--- config.mk ---
export PLATFORM = sky130hd
export DESIGN_NAME = life_generation_toroidal_unit
export DESIGN_NICKNAME = d
export VERILOG_FILES = /design/src/sv/lgt_pkg.sv /design/src/sv/lgt_grid_mem.sv /design/src/sv/lgt_row_rule.sv /design/src/sv/life_generation_toroidal_unit.sv
export SDC_FILE = /design/constraint.sdc
export NUM_CORES = 1
export LEC_CHECK = 0
export ABC_AREA = 1
export BUFFER_PORTS_ARGS = -buffer_cell sky130_fd_sc_hd__buf_2
export CORE_MARGIN = 1
export CORE_UTILIZATION = 25
export CTS_CLUSTER_SIZE = 25
export DETAILED_ROUTE_END_ITERATION = 10
export SYNTH_ARGS = -nofsm -noshare
export SYNTH_HDL_FRONTEND = slang
export SYNTH_HIERARCHICAL = 1
export SYNTH_SLANG_ARGS = --single-unit
--- constraint.sdc ---
create_clock -name clk -period 7.7 [get_ports clk]
set_clock_uncertainty 0.15 [all_clocks]
set_input_delay 0.77 -clock clk [delete_from_list [all_inputs] [get_ports clk]]
set_output_delay 0.77 -clock clk [all_outputs]
set_load 0.1 [all_outputs]
--- src/sv/lgt_pkg.sv ---
// Shared constants for the toroidal life grid unit.
`timescale 1ns / 1ps

package lgt_pkg;

    // Default grid size.
    localparam int ROWS_DEF = 16;
    localparam int COLS_DEF = 32;

    // Fixed widths of the request fields.
    localparam int CMD_W = 2;
    localparam int ROW_W = 4;
    localparam int COL_W = 5;

    // Request codes.
    localparam logic [CMD_W-1:0] CMD_WRITE   = 2'd0;
    localparam logic [CMD_W-1:0] CMD_ADVANCE = 2'd1;
    localparam logic [CMD_W-1:0] CMD_READ    = 2'd2;

    // Life rule neighbor counts.
    localparam logic [3:0] BIRTH_COUNT = 4'd3;
    localparam logic [3:0] STAY_COUNT  = 4'd2;

endpackage

--- src/sv/lgt_grid_mem.sv ---
// Grid store: one row per word, registered read, per-row valid bits.
`timescale 1ns / 1ps

module lgt_grid_mem
    import lgt_pkg::*;
#(
    parameter int ROWS = ROWS_DEF,
    parameter int COLS = COLS_DEF,
    localparam int RW = $clog2(ROWS)
)
(
    input  logic            clk,
    input  logic            rst_n,
    input  logic            rd_en,
    input  logic [RW-1:0]   rd_addr,
    output logic [COLS-1:0] rd_data,
    input  logic            wr_en,
    input  logic [RW-1:0]   wr_addr,
    input  logic [COLS-1:0] wr_data
);

    logic [COLS-1:0] mem [ROWS];
    logic [COLS-1:0] q_reg;
    logic [ROWS-1:0] row_valid_reg;
    logic            q_valid_reg;

    // Row data has no reset; a row never written reads as all dead.
    always_ff @(posedge clk)
    begin
        if (wr_en)
        begin
            mem[wr_addr] <= wr_data;
        end
        if (rd_en)
        begin
            q_reg <= mem[rd_addr];
        end
    end

    always_ff @(posedge clk or negedge rst_n)
    begin
        if (!rst_n)
        begin
            row_valid_reg <= '0;
            q_valid_reg   <= 1'b0;
        end
        else
        begin
            if (wr_en)
            begin
                row_valid_reg[wr_addr] <= 1'b1;
            end
            if (rd_en)
            begin
                q_valid_reg <= row_valid_reg[rd_addr];
            end
        end
    end

    assign rd_data = q_valid_reg ? q_reg : '0;

endmodule

--- src/sv/lgt_row_rule.sv ---
// Next-generation value of one grid row from its old row and both neighbor rows.
`timescale 1ns / 1ps

module lgt_row_rule
    import lgt_pkg::*;
#(
    parameter int COLS = COLS_DEF
)
(
    input  logic [COLS-1:0] up,
    input  logic [COLS-1:0] mid,
    input  logic [COLS-1:0] down,
    output logic [COLS-1:0] nxt
);

    for (genvar c = 0; c < COLS; c++)
    begin : g_col
        localparam int L = (c + COLS - 1) % COLS;
        localparam int R = (c + 1) % COLS;
        logic [3:0] cnt;

        assign cnt = 4'(up[L]) + 4'(up[c]) + 4'(up[R])
                   + 4'(mid[L]) + 4'(mid[R])
                   + 4'(down[L]) + 4'(down[c]) + 4'(down[R]);

        assign nxt[c] = (cnt == BIRTH_COUNT) || (mid[c] && (cnt == STAY_COUNT));
    end

endmodule

--- src/sv/life_generation_toroidal_unit.sv ---
// Top level of the toroidal life grid unit: request sequencer and result register.
`timescale 1ns / 1ps

//  channel | signals                                   | direction
//  --------+-------------------------------------------+----------
//  request | in_valid, in_stall, cmd, row, col,        | in
//          | alive_in                                  |
//  result  | out_valid, out_stall, alive_out, done_res | out
//
// A cell write or read reads the row word from the grid memory when it is accepted,
// then modifies and writes it back and loads the result in state S_CELL.
// An advance fetches the last row, row 0 and row 1 first, in states S_IDLE,
// S_G_LAST and S_G_ROW0, then one row is computed and written back per cycle,
// bounded by the single read port of the grid memory. Reset clears all control
// state and marks every grid row invalid, so the whole grid reads as dead at
// once. The request side stalls while a request is in progress and while a
// finished result is held by a stalled result side.

module life_generation_toroidal_unit
    import lgt_pkg::*;
#(
    parameter int ROWS = ROWS_DEF,
    parameter int COLS = COLS_DEF
)
(
    input  logic             clk,
    input  logic             rst_n,
    input  logic             in_valid,
    output logic             in_stall,
    input  logic [CMD_W-1:0] cmd,
    input  logic [ROW_W-1:0] row,
    input  logic [COL_W-1:0] col,
    input  logic             alive_in,
    output logic             out_valid,
    input  logic             out_stall,
    output logic             alive_out,
    output logic             done_res
);

    localparam int RW = $clog2(ROWS);
    localparam int CW = $clog2(COLS);

    localparam logic [2:0] S_IDLE   = 3'd0;
    localparam logic [2:0] S_CELL   = 3'd1;
    localparam logic [2:0] S_G_LAST = 3'd2;
    localparam logic [2:0] S_G_ROW0 = 3'd3;
    localparam logic [2:0] S_G_STEP = 3'd4;

    logic [2:0]       state_reg, state_next;
    logic [RW-1:0]    r_reg, r_next;
    logic [CW-1:0]    col_reg, col_next;
    logic [CMD_W-1:0] cmd_reg, cmd_next;
    logic             val_reg, val_next;
    logic [COLS-1:0]  up_reg, up_next;
    logic [COLS-1:0]  cur_reg, cur_next;
    logic [COLS-1:0]  row0_reg, row0_next;
    logic             out_valid_reg, out_valid_next;
    logic             alive_out_reg, alive_out_next;
    logic             done_res_reg, done_res_next;

    logic            accept;
    logic            on_grid;
    logic            last_row;
    logic [RW:0]     ahead;
    logic            mem_rd_en;
    logic [RW-1:0]   mem_rd_addr;
    logic [COLS-1:0] mem_rd_data;
    logic            mem_wr_en;
    logic [RW-1:0]   mem_wr_addr;
    logic [COLS-1:0] mem_wr_data;
    logic [COLS-1:0] down_row;
    logic [COLS-1:0] new_row;
    logic [COLS-1:0] bit_mask;
    logic            cell_bit;

    lgt_grid_mem #(
        .ROWS (ROWS),
        .COLS (COLS)
    ) u_mem (
        .clk     (clk),
        .rst_n   (rst_n),
        .rd_en   (mem_rd_en),
        .rd_addr (mem_rd_addr),
        .rd_data (mem_rd_data),
        .wr_en   (mem_wr_en),
        .wr_addr (mem_wr_addr),
        .wr_data (mem_wr_data)
    );

    lgt_row_rule #(
        .COLS (COLS)
    ) u_rule (
        .up   (up_reg),
        .mid  (cur_reg),
        .down (down_row),
        .nxt  (new_row)
    );

    // Only one request is in flight, so the result register is always free by
    // the time the request finishes if it was free when the request came in.
    assign in_stall = (state_reg != S_IDLE) || (out_valid_reg && out_stall);
    assign accept   = in_valid && !in_stall;
    assign on_grid  = (int'(row) < ROWS) && (int'(col) < COLS);

    // During an advance the row below the last row is the old row 0, which
    // was saved before row 0 was overwritten.
    assign last_row = (r_reg == RW'(ROWS - 1));
    assign ahead    = {1'b0, r_reg} + (RW+1)'(2);
    assign down_row = last_row ? row0_reg : mem_rd_data;

    assign bit_mask = COLS'(1) << col_reg;
    assign cell_bit = |(mem_rd_data & bit_mask);

    always_comb
    begin
        state_next     = state_reg;
        r_next         = r_reg;
        col_next       = col_reg;
        cmd_next       = cmd_reg;
        val_next       = val_reg;
        up_next        = up_reg;
        cur_next       = cur_reg;
        row0_next      = row0_reg;
        out_valid_next = out_valid_reg && out_stall;
        alive_out_next = alive_out_reg;
        done_res_next  = done_res_reg;
        mem_rd_en      = 1'b0;
        mem_rd_addr    = r_reg;
        mem_wr_en      = 1'b0;
        mem_wr_addr    = r_reg;
        mem_wr_data    = mem_rd_data;

        case (state_reg)
            S_IDLE:
            begin
                if (accept)
                begin
                    cmd_next = cmd;
                    r_next   = RW'(row);
                    col_next = CW'(col);
                    val_next = alive_in;
                    case (cmd)
                        CMD_WRITE, CMD_READ:
                        begin
                            if (on_grid)
                            begin
                                mem_rd_en   = 1'b1;
                                mem_rd_addr = RW'(row);
                                state_next  = S_CELL;
                            end
                            else
                            begin
                                // A cell outside the grid completes at once.
                                out_valid_next = 1'b1;
                                alive_out_next = 1'b0;
                                done_res_next  = 1'b1;
                            end
                        end
                        CMD_ADVANCE:
                        begin
                            mem_rd_en   = 1'b1;
                            mem_rd_addr = RW'(ROWS - 1);
                            state_next  = S_G_LAST;
                        end
                        default:
                        begin
                            // The unused code completes with done_res low.
                            out_valid_next = 1'b1;
                            alive_out_next = 1'b0;
                            done_res_next  = 1'b0;
                        end
                    endcase
                end
            end
            S_CELL:
            begin
                if (cmd_reg == CMD_WRITE)
                begin
                    mem_wr_en   = 1'b1;
                    mem_wr_data = val_reg ? (mem_rd_data | bit_mask)
                                          : (mem_rd_data & ~bit_mask);
                end
                out_valid_next = 1'b1;
                alive_out_next = (cmd_reg == CMD_READ) && cell_bit;
                done_res_next  = 1'b1;
                state_next     = S_IDLE;
            end
            S_G_LAST:
            begin
                up_next     = mem_rd_data;
                mem_rd_en   = 1'b1;
                mem_rd_addr = '0;
                state_next  = S_G_ROW0;
            end
            S_G_ROW0:
            begin
                cur_next    = mem_rd_data;
                row0_next   = mem_rd_data;
                r_next      = '0;
                mem_rd_en   = 1'b1;
                mem_rd_addr = RW'(1);
                state_next  = S_G_STEP;
            end
            S_G_STEP:
            begin
                // Row r is rewritten in place; its old value moves to up_reg.
                mem_wr_en   = 1'b1;
                mem_wr_addr = r_reg;
                mem_wr_data = new_row;
                up_next     = cur_reg;
                cur_next    = down_row;
                if (ahead < (RW+1)'(ROWS))
                begin
                    mem_rd_en   = 1'b1;
                    mem_rd_addr = ahead[RW-1:0];
                end
                if (last_row)
                begin
                    out_valid_next = 1'b1;
                    alive_out_next = 1'b0;
                    done_res_next  = 1'b1;
                    state_next     = S_IDLE;
                end
                else
                begin
                    r_next = r_reg + RW'(1);
                end
            end
            default:
            begin
                state_next = S_IDLE;
            end
        endcase
    end

    always_ff @(posedge clk or negedge rst_n)
    begin
        if (!rst_n)
        begin
            state_reg     <= S_IDLE;
            out_valid_reg <= 1'b0;
        end
        else
        begin
            state_reg     <= state_next;
            out_valid_reg <= out_valid_next;
        end
    end

    always_ff @(posedge clk)
    begin
        r_reg         <= r_next;
        col_reg       <= col_next;
        cmd_reg       <= cmd_next;
        val_reg       <= val_next;
        up_reg        <= up_next;
        cur_reg       <= cur_next;
        row0_reg      <= row0_next;
        alive_out_reg <= alive_out_next;
        done_res_reg  <= done_res_next;
    end

    assign out_valid = out_valid_reg;
    assign alive_out = alive_out_reg;
    assign done_res  = done_res_reg;

endmodule
## Yosys cells after proc, flatten, opt, wreduce, memory -nomap -nowiden

Memory sizes are Yosys's and may differ from the RTL's. A register that Yosys moved wholly into a read port is not among the register bits.
Cells that the tools add are included.

| word-level totals | value |
|---|---|
| register bits after elaboration | 131 |
| bits in latches | 0 |
| memory bits (writable) | 512 |
| bits in read-only memories | 0 |
| input port bits | 16 |
| output and inout bits | 4 |
| word-level logic and storage cells | 453 |
| memories | 1 |

Memory list:

| memory | words | width | read ports | clocked after memory_dff | wr ports | line | text |
|---|---|---|---|---|---|---|---|
| u_mem.mem | 16 | 32 | 1 | 1 | 1 | lgt_grid_mem.sv:22 | `logic [COLS-1:0] mem [ROWS];` |

| operators by class | value |
|---|---|
| add/subtract/negate cells | 226 |
| multiply operators | 0 |
| div/mod/pow operators | 0 |
| $lt $le $gt $ge | 4 |
| equal/unequal tests | 77 |
| shift operators | 1 |
| muxes and demuxes | 40 |
| bitwise gates (word level) | 5 |
| reductions and logical operators | 86 |

Operators by type and width:

| cell | number |
|---|---|
| $add 4x1->4 | 192 |
| $eq 4x2->1 const B | 64 |
| $pmux 32 s2 | 3 |
| $mux 32 | 4 |
| $add 1x1->2 | 32 |
| $and 32x32->32 | 2 |
| $logic_and 1x1->1 | 36 |
| $logic_or 1x1->1 | 33 |
| $not 32->32 | 1 |
| $or 32x32->32 | 1 |
| $reduce_or 32->1 | 1 |
| $shl 1x5->32 const A | 1 |
| $mux 4 | 4 |
| $or 16x16->16 | 1 |
| $pmux 4 s4 | 1 |
| $mux 1 | 15 |
| $pmux 1 s3 | 4 |
| $pmux 3 s4 | 1 |
| $pmux 4 s3 | 1 |
| $lt 4x5->1 const B | 2 |
| $reduce_bool 3->1 | 3 |
| $ne 2x2->1 const B | 4 |
| $pmux 4 s2 | 1 |
| $eq 3x2->1 const B | 2 |
| other kinds (24) | 30 |

## Logic depth before layout (Yosys ltp)

| depth | value |
|---|---|
| depth in word-level cells | 11 |
| mapped depth | 21 |
| mapped depth without buffers | 18 |

## Hierarchy

The synthesis kept the hierarchy.

Modules (own cells, without submodules):

| module | instances | cells an instance | area each (µm²) | sequential area each (µm²) |
|---|---|---|---|---|
| lgt_grid_mem | 1 | 1687 | 22009.9 | 16761.1 |
| life_generation_toroidal_unit | 1 | 754 | 6540.0 | 3403.3 |
| lgt_row_rule | 1 | 735 | 5799.3 | 0.0 |

## Worst setup path before layout

OpenSTA, ideal clock, no wires.

| timing path | value |
|---|---|
| path kind | register to register |
| from | register r_reg[1], in the netlist mem_wr_addr[1] |
| to | memory u_mem/mem[0][5] (netlist name), data pin |
| setup time | 0.294 ns |
| data arrival time | 3.668 ns |
| required time | 7.256 ns |
| slack | 3.588 ns |
| cell stages (with the launch flop) | 18 |
| buffers on the path | 2 |
| period minus slack after synthesis | 4.112 ns |
| cell sequence | edfxtp_1 -> ha_1 -> nand2_1 -> nor2_2 -> buf_4 -> buf_4 -> nand2_1 -> o21ai_1 -> inv_1 -> fa_1 -> fa_1 -> inv_1 -> ha_1 -> fa_1 -> nand3_1 -> a21oi_1 -> nand2_1 -> o211ai_1 |

| on the way | value |
|---|---|
| cells in the longest elaborated chain, start to end | 9 |
| elaborated cells between the ends (all ways) | 10 |
| classes of those cells | add/sub: 3; eq/ne: 3; mux: 2; reduce/logical: 2 |

RTL lines:

| what | line | text |
|---|---|---|
| start: declaration | life_generation_toroidal_unit.sv:50 | `logic [RW-1:0] r_reg, r_next;` |
| start signal: assignment | life_generation_toroidal_unit.sv:252 | `r_reg <= r_next;` |
| $eq 4x4->1 (*) | life_generation_toroidal_unit.sv:107 | `assign last_row = (r_reg == RW'(ROWS - 1));` |
| $mux 32 (*) | life_generation_toroidal_unit.sv:109 | `assign down_row = last_row ? row0_reg : mem_rd_data;` |
| net down_row[4] | life_generation_toroidal_unit.sv:71 | `logic [COLS-1:0] down_row;` |
| $add 4x1->4 (*) (3 in a row) | lgt_row_rule.sv:24 | `+ 4'(down[L]) + 4'(down[c]) + 4'(down[R]);` |
| $eq 4x2->1 | lgt_row_rule.sv:26 | `assign nxt[c] = (cnt == BIRTH_COUNT) \|\| (mid[c] && (cnt == STAY_COUNT));` |
| $logic_and 1x1->1 | lgt_row_rule.sv:26 |  |
| $logic_or 1x1->1 (*) | lgt_row_rule.sv:26 |  |
| net new_row[5] | life_generation_toroidal_unit.sv:72 | `logic [COLS-1:0] new_row;` |
| $pmux 32 s2 (*) | life_generation_toroidal_unit.sv:133 | `case (state_reg)` |
| net mem_wr_data[5] | life_generation_toroidal_unit.sv:70 | `logic [COLS-1:0] mem_wr_data;` |
| end: declaration | lgt_grid_mem.sv:22 |  |

The timed path passes the listed nets; every way through them passes the cells marked *.

## Worst setup path after layout

| timing path | value |
|---|---|
| from | register r_reg[1], in the netlist mem_wr_addr[1] |
| to | memory u_mem/mem[12][31] (netlist name), data pin |

The elaborated chain is that of the path after synthesis.

==> results by group <==
STA
  • RSZ-0062 raised after global routing: false
  • Final min period: 5.446 ns
  • Slew margin rel.: about 14%
  • Slew Limit Fails: 0
  • Fin Setup TNS: 0 ns
  • Final Hold Vio Count: 0
  • # setup viols final: 0
  • Slew @ Worst Pin: between 1 and 1.5 ns
  • Final period util: a little over two thirds
  • Fmax: about 180 MHz

Critical path
  • Slowest cell on crit path: o211ai_1
  • CP endpoint kind: flop
  • Critical path cell sequence: ha_1 > nand2_1 > nor2_4 > buf_4 > nand2_1 > o21ai_1 > inv_1 > fa_1 > fa_1 > inv_1 > ha_1 > fa_1 > nand3_1 > a21oi_1 > nand2_1 > o211ai_1
  • CP Max Fanout: 38
  • Worst EP arrival: ~5.5 ns
  • Register-to-Register Path Depth: 16
  • R2R Path End: u_mem/mem[12][31]$_DFFE_PP_
  • Worst path required time: a little under 8 ns
  • Critical Path Start Type: flop
  • Setup CP Type: reg2reg
  • Buffers & Inverters on Critical Path: 3
  • Slowest stage delay, CP: between 0.6 and 0.7 ns
  • Critical path's top delay family: adder cells
  • R2r setup slk: 2.25 ns
  • RR Startpoint: mem_wr_addr[1]$_DFFE_PP_

Global route
  • Pin count of the biggest net entering global routing: between 150 and 200
  • GRT Overall Usage: around an eighth
  • Vias in the first global route: roughly 23000
  • First-pass GRT wire length: 139400 um
  • Grt ovf: 0
  • Initial antenna violation count: 0

Worst hold path
  • Type of the worst min-delay path: in2reg
  • Hold endpoint: col_reg[3]$_DFFE_PP_
  • Worst hold path depth: 1
  • Start point of the worst hold path: col[3]

Floorplan
  • Die Height: 372.7 um
  • Die width: roughly 370 um
  • Rows: 135
  • Die ar.: approximately 140000 um^2
  • Starting Density: 25.29%
  • Ports: 20
  • Core area: about 140000 um^2

Synthesis
  • Post-synthesis sequential area ratio: just under 60%
  • Top cells by area, synth: edfxtp_1 (57%), fa_1 (7.5%), nor2_1 (4.9%)
  • Synth Register Bits: 675
  • Share of the synthesized area in the top cell type: 57.17%
  • Mapped Area: approximately 34000 um^2
  • Syn Area/Cell: 10.82 um^2
  • Count of warnings emitted by yosys: 6
  • Synth Instances: roughly 3200
  • Distinct cell type count after synthesis: 33
  • Biggest area consumer among synthesized cells: edfxtp_1
  • Syn_nets: between 3000 and 4000

Placement
  • DP HPWL: between 50000 and 60000 um
  • Cells after DPL: 4865
  • Placement Cell Area: ~36000 um^2
  • # port buffers: 19
  • Final GP Congestion: around 0.85

Clock network
  • H-tree Lvls: 3
  • CTS Sinks: a little under 700
  • Max Root-Sink Buffers: 3
  • Total CTS buffers: between 70 and 80
  • Worst-path clk slew: approximately 0.06 ns
  • Post-CTS setup buffers: 0
  • CTS tree: yes
  • Latest clock arrival within the worst-skew pair: roughly 0.63 ns
  • Root Buffer Master: clkbuf_16

Cells and area
  • Design area: a little under 40000 um^2
  • Commonest cells after routing, fill and taps aside: edfxtp_1 (654), nor2_1 (433), inv_1 (410), nand2_1 (400), o21ai_0 (231)
  • Antenna fix cells: 0
  • Fraction of layout cells with a size suffix above 1: between 7 and 8%
  • FILL cells: approximately 14000
  • Synth-to-Final Area Change: 13.03%
  • Largest register FFs: ~510
  • Final nets: ~3400
  • Post-Layout Cell Count: 4999
  • Most common cell after layout, fill and taps aside: edfxtp_1
  • Top reg by flops: u_mem/mem

Outcome
  • Status: finished, final reports clean

Drt
  • Iter 0 DRT Violations: 2057
  • Drt first pass iters: 5
  • DR vias: around 23000
  • Antenna-violating nets left: 0
  • Final WL: approximately 91000 um
  • DRC errors left: 0
  • Via density per instance: 4.630
  • Wire length per cell: roughly 18 um

Flow run
  • Max Cap Viol: 0
-- final cells by class --
cell class              count  area, um^2  share of cell area [%]
flip-flops and latches    675       20160                   51.94
well taps                1781        2228                   5.740
inverters                 421        1595                   4.109
clock buffers              84        1889                   4.866
clock inverters            48       436.7                   1.125
multi-input cells        1922       11990                   30.89
repair buffers             68       515.5                   1.328
-- repair_timing --
| item | in CTS | in global routing |
|---|---|---|
| hold buffers | 1 | 0 |
| hold endpoints to repair | 18 | 0 |
| setup endpoints to repair | 0 | 0 |
| resized for setup | 0 | 0 |
-- cells in the mapped netlist (all sizes together) --
| master | instances |
|---|---|
| a22oi | 1 |
| nand3 | 163 |
| clkbuf | 62 |
| nand2 | 403 |
| o22ai | 3 |
| o221ai | 8 |
| a21oi | 64 |
| nor3 | 6 |
| fa | 128 |
| inv | 421 |
| ha | 98 |
| buf | 96 |
| o21ai | 386 |
| o32ai | 1 |
| nor2 | 461 |
| o211ai | 153 |
| o2111ai | 1 |
| or2 | 16 |
| edfxtp | 654 |
| dfrtp | 21 |
| nand4 | 30 |
-- worst max path at each step --
stage,start,endpoint,cells after the start
CTS,mem_wr_addr[1]$_DFFE_PP_,u_mem/mem[0][29]$_DFFE_PP_,16
global route,mem_wr_addr[1]$_DFFE_PP_,u_mem/mem[11][18]$_DFFE_PP_,18
detailed placement,mem_wr_addr[1]$_DFFE_PP_,u_mem/mem[6][29]$_DFFE_PP_,16
global placement,mem_wr_addr[1]$_DFFE_PP_,u_mem/mem[5][29]$_DFFE_PP_,16
floorplan,mem_wr_addr[1]$_DFFE_PP_,u_mem/mem[0][5]$_DFFE_PP_,17
finish,mem_wr_addr[1]$_DFFE_PP_,u_mem/mem[12][31]$_DFFE_PP_,16
-- stage by stage --
step                worst slack (ns)  utilization, %  hold WS (ns)
global placement               2.341           26.86        0.3025
global route                   1.813           28.59        0.1530
CTS                            2.218           28.58        0.1394
finish                         2.254           28.59        0.1670
detailed placement             2.240           26.86        0.3032
floorplan                      3.588               -        0.2900
-- per-layer routing --
layer  vias up  share of wire [%]  global-route usage, %
met1     11420                 43                  17.15
met5         -                  0                      0
met3       136                6.9                  2.124
met4         0                2.8                  4.265
li1      10810                  -                      -
met2       774                 47                  21.35
-- kinds of logic after synthesis --
group	after synthesis	share of synthesized area, %
adders and majority gates	226	11.03
buffers and inverters	579	6.888
and+or+nand+nor	1079	12.95
DFF	675	58.70
AOI/OAI and AO/OA	617	10.43
Power is left out: the tool's default activity adds up to more than one toggle a clock period on the data nets, which glitch-free logic cannot reach.
